File: src/rtl/core/assert_macros.svh
// Assertion macros shared by the parser RTL.
// Expects clk and arst_n in the scope where a macro is used.
`ifndef ASSERT_MACROS_SVH
`define ASSERT_MACROS_SVH

// plain condition checked at every edge out of reset
`define SLIP_ASSERT(lbl, cond, msg) \
	lbl: assert property (@(posedge clk) disable iff (!arst_n) (cond)) else $error(msg);

// same-cycle implication
`define SLIP_ASSERT_IMP(lbl, ante, cons, msg) \
	lbl: assert property (@(posedge clk) disable iff (!arst_n) (ante) |-> (cons)) \
		else $error(msg);

`endif

File: src/rtl/core/slip_pkg.sv
// Shared types and constants for the segmented load-image parser.
// No dependencies.
`timescale 1ns / 1ps

package slip_pkg;

	typedef enum logic [1:0] {
		KIND_NONE  = 2'd0,
		KIND_WRITE = 2'd1,
		KIND_START = 2'd2,
		KIND_BAD   = 2'd3
	} kind_t;

	localparam logic [7:0] SIG_NARROW = 8'h5A;  // 'Z', 24-bit fields
	localparam logic [7:0] SIG_WIDE   = 8'h7A;  // 'z', 32-bit fields

	typedef struct packed {
		logic       file_begin;
		logic [7:0] data_byte;
	} item_t;

	typedef struct packed {
		kind_t       kind;
		logic [31:0] target_address;
		logic [7:0]  write_byte;
	} result_t;

endpackage

File: src/rtl/core/slip_parse.sv
// Parser state and per-byte step logic of the load-image parser.
// Depends on slip_pkg and assert_macros.svh.
`timescale 1ns / 1ps

module slip_parse (
	input  logic             clk,
	input  logic             arst_n,
	input  logic             step,
	input  slip_pkg::item_t  item,
	output slip_pkg::result_t result
);
	import slip_pkg::*;

	`include "assert_macros.svh"

	logic        await_q, wide_q, failed_q, in_data_q;
	logic [2:0]  pos_q;
	logic [31:0] addr_q, len_q, remain_q, wr_addr_q;

	logic        await_d, wide_d, failed_d, in_data_d;
	logic [2:0]  pos_d;
	logic [31:0] addr_d, len_d, remain_d, wr_addr_d;

	logic [2:0]  fld;
	logic [2:0]  len_idx;
	logic        in_addr;
	logic [1:0]  lane;
	logic [31:0] cur, merged;

	always_comb begin
		fld     = wide_q ? 3'd4 : 3'd3;
		in_addr = pos_q < fld;
		len_idx = pos_q - fld;
		lane    = in_addr ? pos_q[1:0] : len_idx[1:0];
		cur     = in_addr ? addr_q : len_q;
		// lane 0 starts a fresh field, later lanes fill in above it
		merged  = ((lane == 2'd0) ? 32'd0 : cur) | ({24'd0, item.data_byte} << {lane, 3'b000});
	end

	always_comb begin
		await_d   = await_q;
		wide_d    = wide_q;
		failed_d  = failed_q;
		in_data_d = in_data_q;
		pos_d     = pos_q;
		addr_d    = addr_q;
		len_d     = len_q;
		remain_d  = remain_q;
		wr_addr_d = wr_addr_q;
		result    = '{kind: KIND_NONE, target_address: 32'd0, write_byte: 8'd0};

		if (item.file_begin || await_q) begin
			await_d   = 1'b0;
			pos_d     = 3'd0;
			in_data_d = 1'b0;
			if (item.data_byte == SIG_NARROW) begin
				wide_d   = 1'b0;
				failed_d = 1'b0;
			end else if (item.data_byte == SIG_WIDE) begin
				wide_d   = 1'b1;
				failed_d = 1'b0;
			end else begin
				failed_d    = 1'b1;
				result.kind = KIND_BAD;
			end
		end else if (!failed_q) begin
			if (in_data_q) begin
				result    = '{kind: KIND_WRITE, target_address: wr_addr_q,
					write_byte: item.data_byte};
				wr_addr_d = wr_addr_q + 32'd1;
				remain_d  = remain_q - 32'd1;
				if (remain_q == 32'd1)
					in_data_d = 1'b0;
			end else if (in_addr) begin
				addr_d = merged;
				pos_d  = pos_q + 3'd1;
			end else begin
				len_d = merged;
				if (len_idx == fld - 3'd1) begin
					pos_d = 3'd0;
					if (merged == 32'd0) begin
						result.kind           = KIND_START;
						result.target_address = addr_q;
					end else begin
						in_data_d = 1'b1;
						remain_d  = merged;
						wr_addr_d = addr_q;
					end
				end else begin
					pos_d = pos_q + 3'd1;
				end
			end
		end
	end

	always_ff @(posedge clk or negedge arst_n) begin
		if (!arst_n) begin
			await_q   <= 1'b1;
			wide_q    <= 1'b0;
			failed_q  <= 1'b0;
			in_data_q <= 1'b0;
			pos_q     <= 3'd0;
		end else if (step) begin
			await_q   <= await_d;
			wide_q    <= wide_d;
			failed_q  <= failed_d;
			in_data_q <= in_data_d;
			pos_q     <= pos_d;
		end
	end

	always_ff @(posedge clk) begin
		if (step) begin
			addr_q    <= addr_d;
			len_q     <= len_d;
			remain_q  <= remain_d;
			wr_addr_q <= wr_addr_d;
		end
	end

	`SLIP_ASSERT_IMP(a_data_pos_zero, in_data_q, pos_q == 3'd0, "data phase with header position set")
	`SLIP_ASSERT_IMP(a_remain_nonzero, in_data_q, remain_q != 32'd0, "data phase with no bytes left")
	`SLIP_ASSERT_IMP(a_narrow_pos, !wide_q, pos_q < 3'd6, "header position past narrow header")

endmodule

File: src/rtl/core/segmented_load_image_parser_core.sv
// Top level of the segmented load-image parser: stream ports, input and result registers.
// Depends on slip_pkg, slip_parse and assert_macros.svh.
`timescale 1ns / 1ps

// Takes a load-image file one byte per word and gives one result word per byte: nothing,
// a memory write (address, byte), the start address of a zero-length segment, or a bad
// signature. A new word is taken every cycle while the result side keeps up; each byte
// passes through the input register and then the single-pass parse step into the result
// register. s_tready follows m_tready in the same cycle when both registers are full.
module segmented_load_image_parser_core (
	input  logic        clk,
	input  logic        arst_n,
	input  logic        s_tvalid,
	output logic        s_tready,
	input  logic [7:0]  s_tdata,   // [7:0] data_byte
	input  logic        s_tuser,   // [0] file_begin
	output logic        m_tvalid,
	input  logic        m_tready,
	output logic [39:0] m_tdata,   // [31:0] target_address, [39:32] write_byte
	output logic [1:0]  m_tuser    // [1:0] result_kind
);
	import slip_pkg::*;

	`include "assert_macros.svh"

	logic    valid_s1, valid_s2;
	item_t   item_s1;
	result_t res_s2;
	result_t result;
	logic    advance;

	assign advance  = valid_s1 && (!valid_s2 || m_tready);
	assign s_tready = !valid_s1 || advance;

	always_ff @(posedge clk or negedge arst_n) begin
		if (!arst_n) begin
			valid_s1 <= 1'b0;
			valid_s2 <= 1'b0;
		end else begin
			if (s_tready)
				valid_s1 <= s_tvalid;
			if (!valid_s2 || m_tready)
				valid_s2 <= valid_s1;
		end
	end

	always_ff @(posedge clk) begin
		if (s_tvalid && s_tready)
			item_s1 <= '{file_begin: s_tuser, data_byte: s_tdata};
		if (advance)
			res_s2 <= result;
	end

	slip_parse u_parse (
		.clk    (clk),
		.arst_n (arst_n),
		.step   (advance),
		.item   (item_s1),
		.result (result)
	);

	assign m_tvalid = valid_s2;
	assign m_tdata  = {res_s2.write_byte, res_s2.target_address};
	assign m_tuser  = res_s2.kind;

	`SLIP_ASSERT_IMP(a_bad_empty, m_tvalid && m_tuser == KIND_BAD, m_tdata == 40'd0, "bad signature word carries data")
	`SLIP_ASSERT_IMP(a_start_nobyte, m_tvalid && m_tuser == KIND_START, m_tdata[39:32] == 8'd0, "start word carries a byte")

endmodule
File: config.mk
export PLATFORM = sky130hd
export DESIGN_NAME = segmented_load_image_parser_core
export DESIGN_NICKNAME = d
export VERILOG_FILES = /design/src/rtl/core/slip_pkg.sv /design/src/rtl/core/slip_parse.sv /design/src/rtl/core/segmented_load_image_parser_core.sv
export VERILOG_INCLUDE_DIRS = /design/src /design/src/rtl/core
export SDC_FILE = /design/constraint.sdc
export NUM_CORES = 1
export LEC_CHECK = 0
export BUFFER_PORTS_ARGS = -buffer_cell sky130_fd_sc_hd__clkbuf_2
export CAP_MARGIN = 10
export CORE_MARGIN = 4
export CORE_UTILIZATION = 25
export DETAILED_ROUTE_END_ITERATION = 6
export MAX_ROUTING_LAYER = met4
export PLACE_DENSITY_LB_ADDON = 0.12
export SKIP_CTS_REPAIR_TIMING = 1
export SYNTH_ARGS = -nofsm -noshare
export SYNTH_HDL_FRONTEND = slang
export SYNTH_SLANG_ARGS = --single-unit
File: constraint.sdc
create_clock -name clk -period 7 [get_ports clk]
set_input_delay 0 -clock clk [delete_from_list [all_inputs] [get_ports clk]]
set_output_delay 0 -clock clk [all_outputs]
set_load 0.01 [all_outputs]
==> results of run 1 <==
==> layer usage <==
layer / up-vias / part of all wire (%) / wire (um) / global-route usage [%]
met4: 0 / 2.5 / 750 / 4.904
met2: 141 / 44 / 12920 / 21.48
met3: 37 / 3.1 / 901 / 2.254
met1: 3546 / 50 / 14850 / 20.60
li1: 3430 / - / - / -
met5: - / 0 / 0 / -
==> cell families (layout without fill, tap and decap cells) <==
| kind of cell | after synthesis | after routing | synth area share [%] |
|---|---|---|---|
| fa+ha+maj | 8 | 8 | 1.105 |
| buf+inv | 70 | 133 | 3.879 |
| mux | 13 | 13 | 1.387 |
| simple gates | 375 | 375 | 19.34 |
| compound gates | 187 | 187 | 11.48 |
| xor+xnor | 59 | 59 | 5.304 |
| flops | 188 | 188 | 57.50 |
==> power groups by stage <==
stage	registers, uW	clock network [uW]	logic (uW)
after CTS	1270	1020	209
after detailed placement	1300	0	208
after global placement	1300	0	208
after global routing	1280	1070	236
final	1280	989	213
after floorplan	1300	0	130
==> worst register-to-register path: stages (launching register included) <==
cell      delay, ns
dfrtp_1        0.58
inv_1          0.11
ha_1           0.24
nand3b_1       0.32
nand2_1        0.94
nor3_1         0.12
a211oi_1       0.66
nor4b_4        0.11
buf_4          0.30
nand2_1        0.12
o31a_2         0.86
buf_4          0.54
==> layout by cell type, fill, tap and decap left out, drive strengths merged, types with 24 or more instances in the layout <==
| master | synthesis | routed |
|---|---|---|
| edfxtp | 179 | 179 |
| nand3 | 24 | 24 |
| a21oi | 61 | 61 |
| nand2 | 106 | 106 |
| xnor2 | 34 | 34 |
| o21ai | 58 | 58 |
| nand4 | 39 | 39 |
| clkbuf | 25 | 75 |
| nor2 | 103 | 103 |
| xor2 | 25 | 25 |
==> state kept, by name, indices dropped and copies added (netlist names), 2 cells and up <==
register / cells
m_tdata: 40
u_parse.addr_q: 32
u_parse.len_q: 32
u_parse.remain_q: 32
u_parse.wr_addr_q: 32
item_s1: 9
u_parse.pos_q: 3
m_tuser: 2
==> cells in the mapped netlist, types with 15 or more instances <==
cell        n  share of area (%)
a31oi_1    19                1.2
o21ai_0    28                1.4
o21ai_1    28                1.4
nor3_1     21                1.1
nand2_1   105                4.0
a21oi_1    60                3.1
clkbuf_1   25               0.96
and3_1     19                1.2
nand4_1    39                2.5
xnor2_1    34                3.1
inv_1      15               0.58
nand3_1    24                1.2
edfxtp_1  179                 55
nor2_1    102                3.9
xor2_1     25                2.2
==> path summary, 6_finish.rpt <==
check                                       endpoint  slack (ns)  depth (start not counted)
max in group asynchronous          u_parse.in_data_q        6.07                          3
worst max register to register  u_parse.remain_q[29]        1.72                         11
worst min-delay path                 u_parse.await_q        0.07                          2
worst min register to register              m_tvalid        0.50                          1
worst max-delay path            u_parse.remain_q[29]        1.72                         11
min in group clk                          item_s1[0]        0.27                          2
==> area by class of cell <==
| cell class | instances | area (um^2) | area share [%] |
|---|---|---|---|
| flip-flops and latches | 188 | 5605 | 49.89 |
| repair buffers | 86 | 540.5 | 4.811 |
| clock inverters | 13 | 150.1 | 1.336 |
| clock buffers | 19 | 432.9 | 3.853 |
| inverters | 15 | 56.30 | 0.5012 |
| well taps | 518 | 648.1 | 5.769 |
| multi-input cells | 642 | 3801 | 33.83 |
==> through the flow <==
stage | hold slack [ns] | worst slack (ns)
2_1_floorplan | -0.2956 | 2.492
3_3_place_gp | -0.1166 | 1.856
3_5_place_dp | -0.1204 | 1.695
4_1_cts | -0.6102 | 1.686
5_1_grt | 0.06137 | 1.331
6_report | 0.07395 | 1.723
==> results by group, run 1 <==
Outcome
  – Status: complete, but fails checks
  – Failing checks: design-rule violations

Floorplanning
  – Core area: 38560 um^2
  – Ports: 57
  – Die Footprint: 42190 um^2
  – Die Width: 205.4 um
  – Die height: 205.4 um
  – Row count: 72
  – Starting density of the core: 25.27%

Worst setup path
  – Crit Path Max Fanout: 36
  – CP arrival: 5.37 ns
  – CP peak stage delay: 0.94 ns
  – Worst setup startpoint: u_parse.pos_q[0]
  – Buffers & Inverters on Critical Path: 3
  – Required time of the critical path: 7.09 ns
  – CP top delay family: simple AND/OR/NAND/NOR gates
  – Crit. End Element: register
  – Startpoint class of the critical path: register
  – Worst r2r src: u_parse.pos_q[0]
  – CP max-delay cell: nand2_1
  – CP cell instances: inv_1 > ha_1 > nand3b_1 > nand2_1 > nor3_1 > a211oi_1 > nor4b_4 > buf_4 > nand2_1 > o31a_2 > buf_4
  – Setup Crit Path Kind: reg -> reg

Detailed routing
  – Drt initial violations: 607
  – Avg Vias per Cell: 4.831
  – Final wirelength: 29.42 mm
  – TritonRoute pass-1 iters: 7
  – Vias: 7154
  – Avg WL per Cell: 19.87 um
  – DRT antenna net count: 0
  – # DRC: 2

Timing
  – Max Transition Viols Final: 0
  – Worst Tran Pin Value: 1.176 ns
  – Fmax: 189.5 MHz
  – # setup viols final: 0
  – Clk_skew: 0.01155 ns
  – RSZ-0062 raised after global routing: false
  – Fin crit share: 75.39%
  – Fin crit period: 5.277 ns
  – Final Hold Vio Count: 0
  – Rel. slew slack: 21.39%
  – Setup TNS: 0 ns

CTS
  – Clock sinks: 188
  – Root Driver: clkbuf_16
  – Clock Latency Late Sink: 0.44 ns
  – CTS H-tree lvls: 4
  – CTS tree: done
  – Max clock buf depth: 2
  – CTS buffer count: 17
  – Worst-path clk slew: 0.07 ns

Power and ir drop
  – Gate power share: 8.6%
  – Overall Power: 2477 uW
  – VDD IR max: 0.1577 mV
  – Leak: 0.003786 uW
  – Clk network pwr share: 39.9%
  – NetSw: 596.3 uW
  – Cell internal pwr: 1881 uW
  – Sequential power share: 51.5%
  – Power per cell area: 220.5 nW/um^2
  – Sw frac: 24.07%

Final layout
  – Final Non-Filler Cells: 1481
  – Nets: 971
  – Final core utilization: 29.14%
  – Antenna fix cells: 0
  – Share of cells above drive strength 1: 13.50%
  – Synthesis-to-finish area growth: 15.32%
  – Post-route design area: 11230 um^2
  – # fillers: 4075

Logic synthesis
  – Netlist cell types: 70
  – #FFs+latches synth: 188
  – Number of synthesized flops with an enable pin: 179
  – Post-synthesis sequential area ratio: 57.50%
  – Mapped Nets: 921
  – Ys flop type: edfxtp_1
  – Mapped Area: 9742 um^2
  – Ys Warns: 0
  – Cells after Synth: 900
  – Ys async rst share: 4.787%
  – Mean Syn Cell Area: 10.82 um^2

Global route
  – Total Routing Usage GR: 14.58%
  – First-pass GRT wire length: 45.22 mm
  – Vias in the first global route: 7085
  – Initial antenna violation count: 0
  – Largest net degree at the start of global routing: 77
  – Grt ovf: 0

Placed design
  – Final Wtd Congestion: 0.8944
  – Post-DP Area: 10510 um^2
  – Placed Cells: 1435
  – Placed wire-length estimate: 20.45 mm
  – Port-buffer cells: 56

Worst hold path
  – Hold crit path type: in -> async

Run
  – Max_cap viols: 0
(Power assumes the default switching activity.)
==> inputs of run 2 (changes only) <==
==> constraint.sdc (replaced) <==
create_clock -name clk -period 4.93 [get_ports clk]
set_input_delay 0 -clock clk [delete_from_list [all_inputs] [get_ports clk]]
set_output_delay 0 -clock clk [all_outputs]
set_load 0.01 [all_outputs]
==> run 2 against run 1 <==
The run now ends clean. Die area stayed put. Critical path depth fell by 1. Non-clock buffer count up 5. Routed wire length grew 0.74%. Critical endpoint is now u_parse.wr_addr_q[26].
==> results by group, run 2 (synthesized netlist as in run 1, its figures left out) <==
CTS
  – Clock Latency Late Sink: 0.45 ns (was 0.44 ns)
  – Max clock buf depth: 2 (unchanged)
  – CTS H-tree lvls: 4 (unchanged)
  – CTS buffer count: 17 (unchanged)
  – Clock sinks: 188 (unchanged)
  – Worst-path clk slew: 0.07 ns (about the same)
  – Root Driver: clkbuf_16 (unchanged)
  – CTS tree: done (unchanged)

Timing
  – # setup viols final: 0 (unchanged)
  – Worst setup margin: 0.8771 ns (was 1.723 ns)
  – Worst Tran Pin Value: 1.097 ns (was 1.176 ns)
  – Fmax: 246.7 MHz (was 189.5 MHz)
  – Max Transition Viols Final: 0 (unchanged)
  – Clk_skew: 0.01345 ns (was 0.01155 ns)
  – Final Hold Vio Count: 0 (unchanged)
  – RSZ-0062 raised after global routing: false (unchanged)
  – Fin crit share: 82.21% (was 75.39%)
  – Rel. slew slack: 26.80% (was 21.39%)
  – Fin crit period: 4.053 ns (was 5.277 ns)
  – Setup TNS: 0 ns (unchanged)

Detailed routing
  – Avg Vias per Cell: 4.770 (was 4.831)
  – Drt initial violations: 558 (was 607)
  – DRT antenna net count: 0 (unchanged)
  – TritonRoute pass-1 iters: 5 (was 7)
  – # DRC: 0 (was 2)
  – Final wirelength: 29.64 mm (was 29.42 mm)
  – Vias: 7088 (was 7154)
  – Avg WL per Cell: 19.95 um (was 19.87 um)

Final layout
  – Commonest non-fill, non-tap cell in the layout: edfxtp_1 (unchanged)
  – Antenna fix cells: 0 (unchanged)
  – Share of cells above drive strength 1: 14.26% (was 13.50%)
  – Largest register FFs: 40 (unchanged)
  – Synthesis-to-finish area growth: 15.61% (was 15.32%)
  – Most frequent cells in the layout: 179 x edfxtp_1, 105 x nand2_1, 102 x nor2_1 (unchanged)
  – Nets: 976 (was 971)

Worst setup path
  – CP endpoint: u_parse.wr_addr_q[26] (was u_parse.remain_q[29])
  – Crit. End Element: register (unchanged)
  – R2R cell count: 10 (was 11)
  – Setup Crit Path Kind: reg -> reg (unchanged)
  – Worst r2r src: u_parse.wide_q (was u_parse.pos_q[0])
  – R2R Setup Slk: 0.88 ns (was 1.72 ns)
  – Crit Path Max Fanout: 32 (was 36)
  – Startpoint class of the critical path: register (unchanged)
  – Required time of the critical path: 5.01 ns (was 7.09 ns)
  – Worst setup startpoint: u_parse.wide_q (was u_parse.pos_q[0])
  – R2R Path End: u_parse.wr_addr_q[26] (was u_parse.remain_q[29])
  – CP arrival: 4.14 ns (was 5.37 ns)

Power and ir drop
  – VDD IR max: 0.2096 mV (was 0.1577 mV)
  – Leak: 0.003798 uW (was 0.003786 uW)
  – Clk network pwr share: 39.4% (was 39.9%)
  – Cell internal pwr: 2628 uW (was 1881 uW)
  – Power per cell area: 311.0 nW/um^2 (was 220.5 nW/um^2)
  – NetSw: 875.3 uW (was 596.3 uW)
  – Gate power share: 9.0% (was 8.6%)
  – Sw frac: 24.99% (was 24.07%)
  – Sequential power share: 51.6% (was 51.5%)

Outcome
  – Status: finished, final reports clean (was complete, but fails checks)

Global route
  – Initial antenna violation count: 0 (unchanged)
  – Vias in the first global route: 6972 (was 7085)
  – Grt ovf: 0 (unchanged)
  – Total Routing Usage GR: 14.56% (was 14.58%)
  – First-pass GRT wire length: 44.72 mm (was 45.22 mm)
  – Largest net degree at the start of global routing: 78 (was 77)

Run
  – Max_cap viols: 0 (unchanged)

Floorplanning
  – Die height: 205.4 um (unchanged)
  – Die Width: 205.4 um (unchanged)
  – Row count: 72 (unchanged)
  – Die Footprint: 42190 um^2 (unchanged)
  – Starting density of the core: 25.27% (unchanged)
  – Core area: 38560 um^2 (unchanged)
  – Ports: 57 (unchanged)

Placed design
  – Final Wtd Congestion: 0.8812 (was 0.8944)
  – Port-buffer cells: 56 (unchanged)
  – DP Worst Slack: 0.8749 ns (was 1.695 ns)
  – Placed wire-length estimate: 20.42 mm (was 20.45 mm)

Worst hold path
  – Hold crit path type: in -> async (unchanged)
## run 2: cell types whose count changed in the layout (fill, tap and decap cells not counted), sizes merged
cell	change
bufinv	-1
inv	+2
clkbuf	-2
clkinv	-2
buf	+5
clkinvlp	+3
## run 2: critical path, stage by stage, from the launching register on
cell	delay [ns]
dfrtp_1	0.43
inv_1	0.09
ha_1	0.36
a21o_1	0.35
nor2_2	0.88
o21ai_4	0.28
a211oi_1	0.51
nor4b_4	0.10
nand2_1	0.08
o31a_2	0.13
buf_4	0.44
## run 2: power by group through the flow
| stage | registers (uW) | clock network, uW | logic (uW) |
|---|---|---|---|
| 3_3_place_gp | 1850 | 0 | 309 |
| 3_5_place_dp | 1850 | 0 | 307 |
| 6_report | 1810 | 1380 | 314 |
| 4_1_cts | 1810 | 1430 | 309 |
| 2_1_floorplan | 1840 | 0 | 185 |
| 5_1_grt | 1810 | 1500 | 346 |
## run 2: area by class of cell
| cell class | count | area (um^2) |
|---|---|---|
| fillers | 4079 | 27290 |
| clock buffers | 17 | 425.4 |
| flip-flops and latches | 188 | 5605 |
| inverters | 15 | 56.30 |
| multi-input cells | 642 | 3801 |
| well taps | 518 | 648.1 |
| clock inverters | 15 | 147.6 |
| repair buffers | 91 | 578.1 |
## run 2: worst min path at each step
stage          depth (start not counted)                 to  slack, ns    from
6_report                               2    u_parse.await_q       0.04  arst_n
5_1_grt                                2    u_parse.await_q       0.03  arst_n
4_1_cts                                1  u_parse.in_data_q      -0.61  arst_n
3_5_place_dp                           1           m_tvalid      -0.12  arst_n
3_3_place_gp                           1   u_parse.failed_q      -0.11  arst_n
2_1_floorplan                          0           m_tvalid      -0.30  arst_n
## run 2: routing by layer
metal / vias to the layer above / wire length, um / track usage [%]
li1: 3437 / - / -
met3: 36 / 1131 / 2.254
met5: - / 0 / -
met4: 0 / 584 / 4.402
met2: 166 / 13280 / 21.83
met1: 3449 / 14640 / 20.43
## run 2: stage by stage
step	instances	total power, uW	utilization, %	hold WS (ns)	cell area, um^2
floorplan	900	2029	-	-0.2956	9742
global placement	1440	2154	27.36	-0.1142	10550
detailed placement	1440	2153	27.36	-0.1246	10550
CTS	1472	3546	28.85	-0.6140	11120
global route	1486	3661	29.21	0.03093	11260
finish	1486	3503	29.21	0.04340	11260
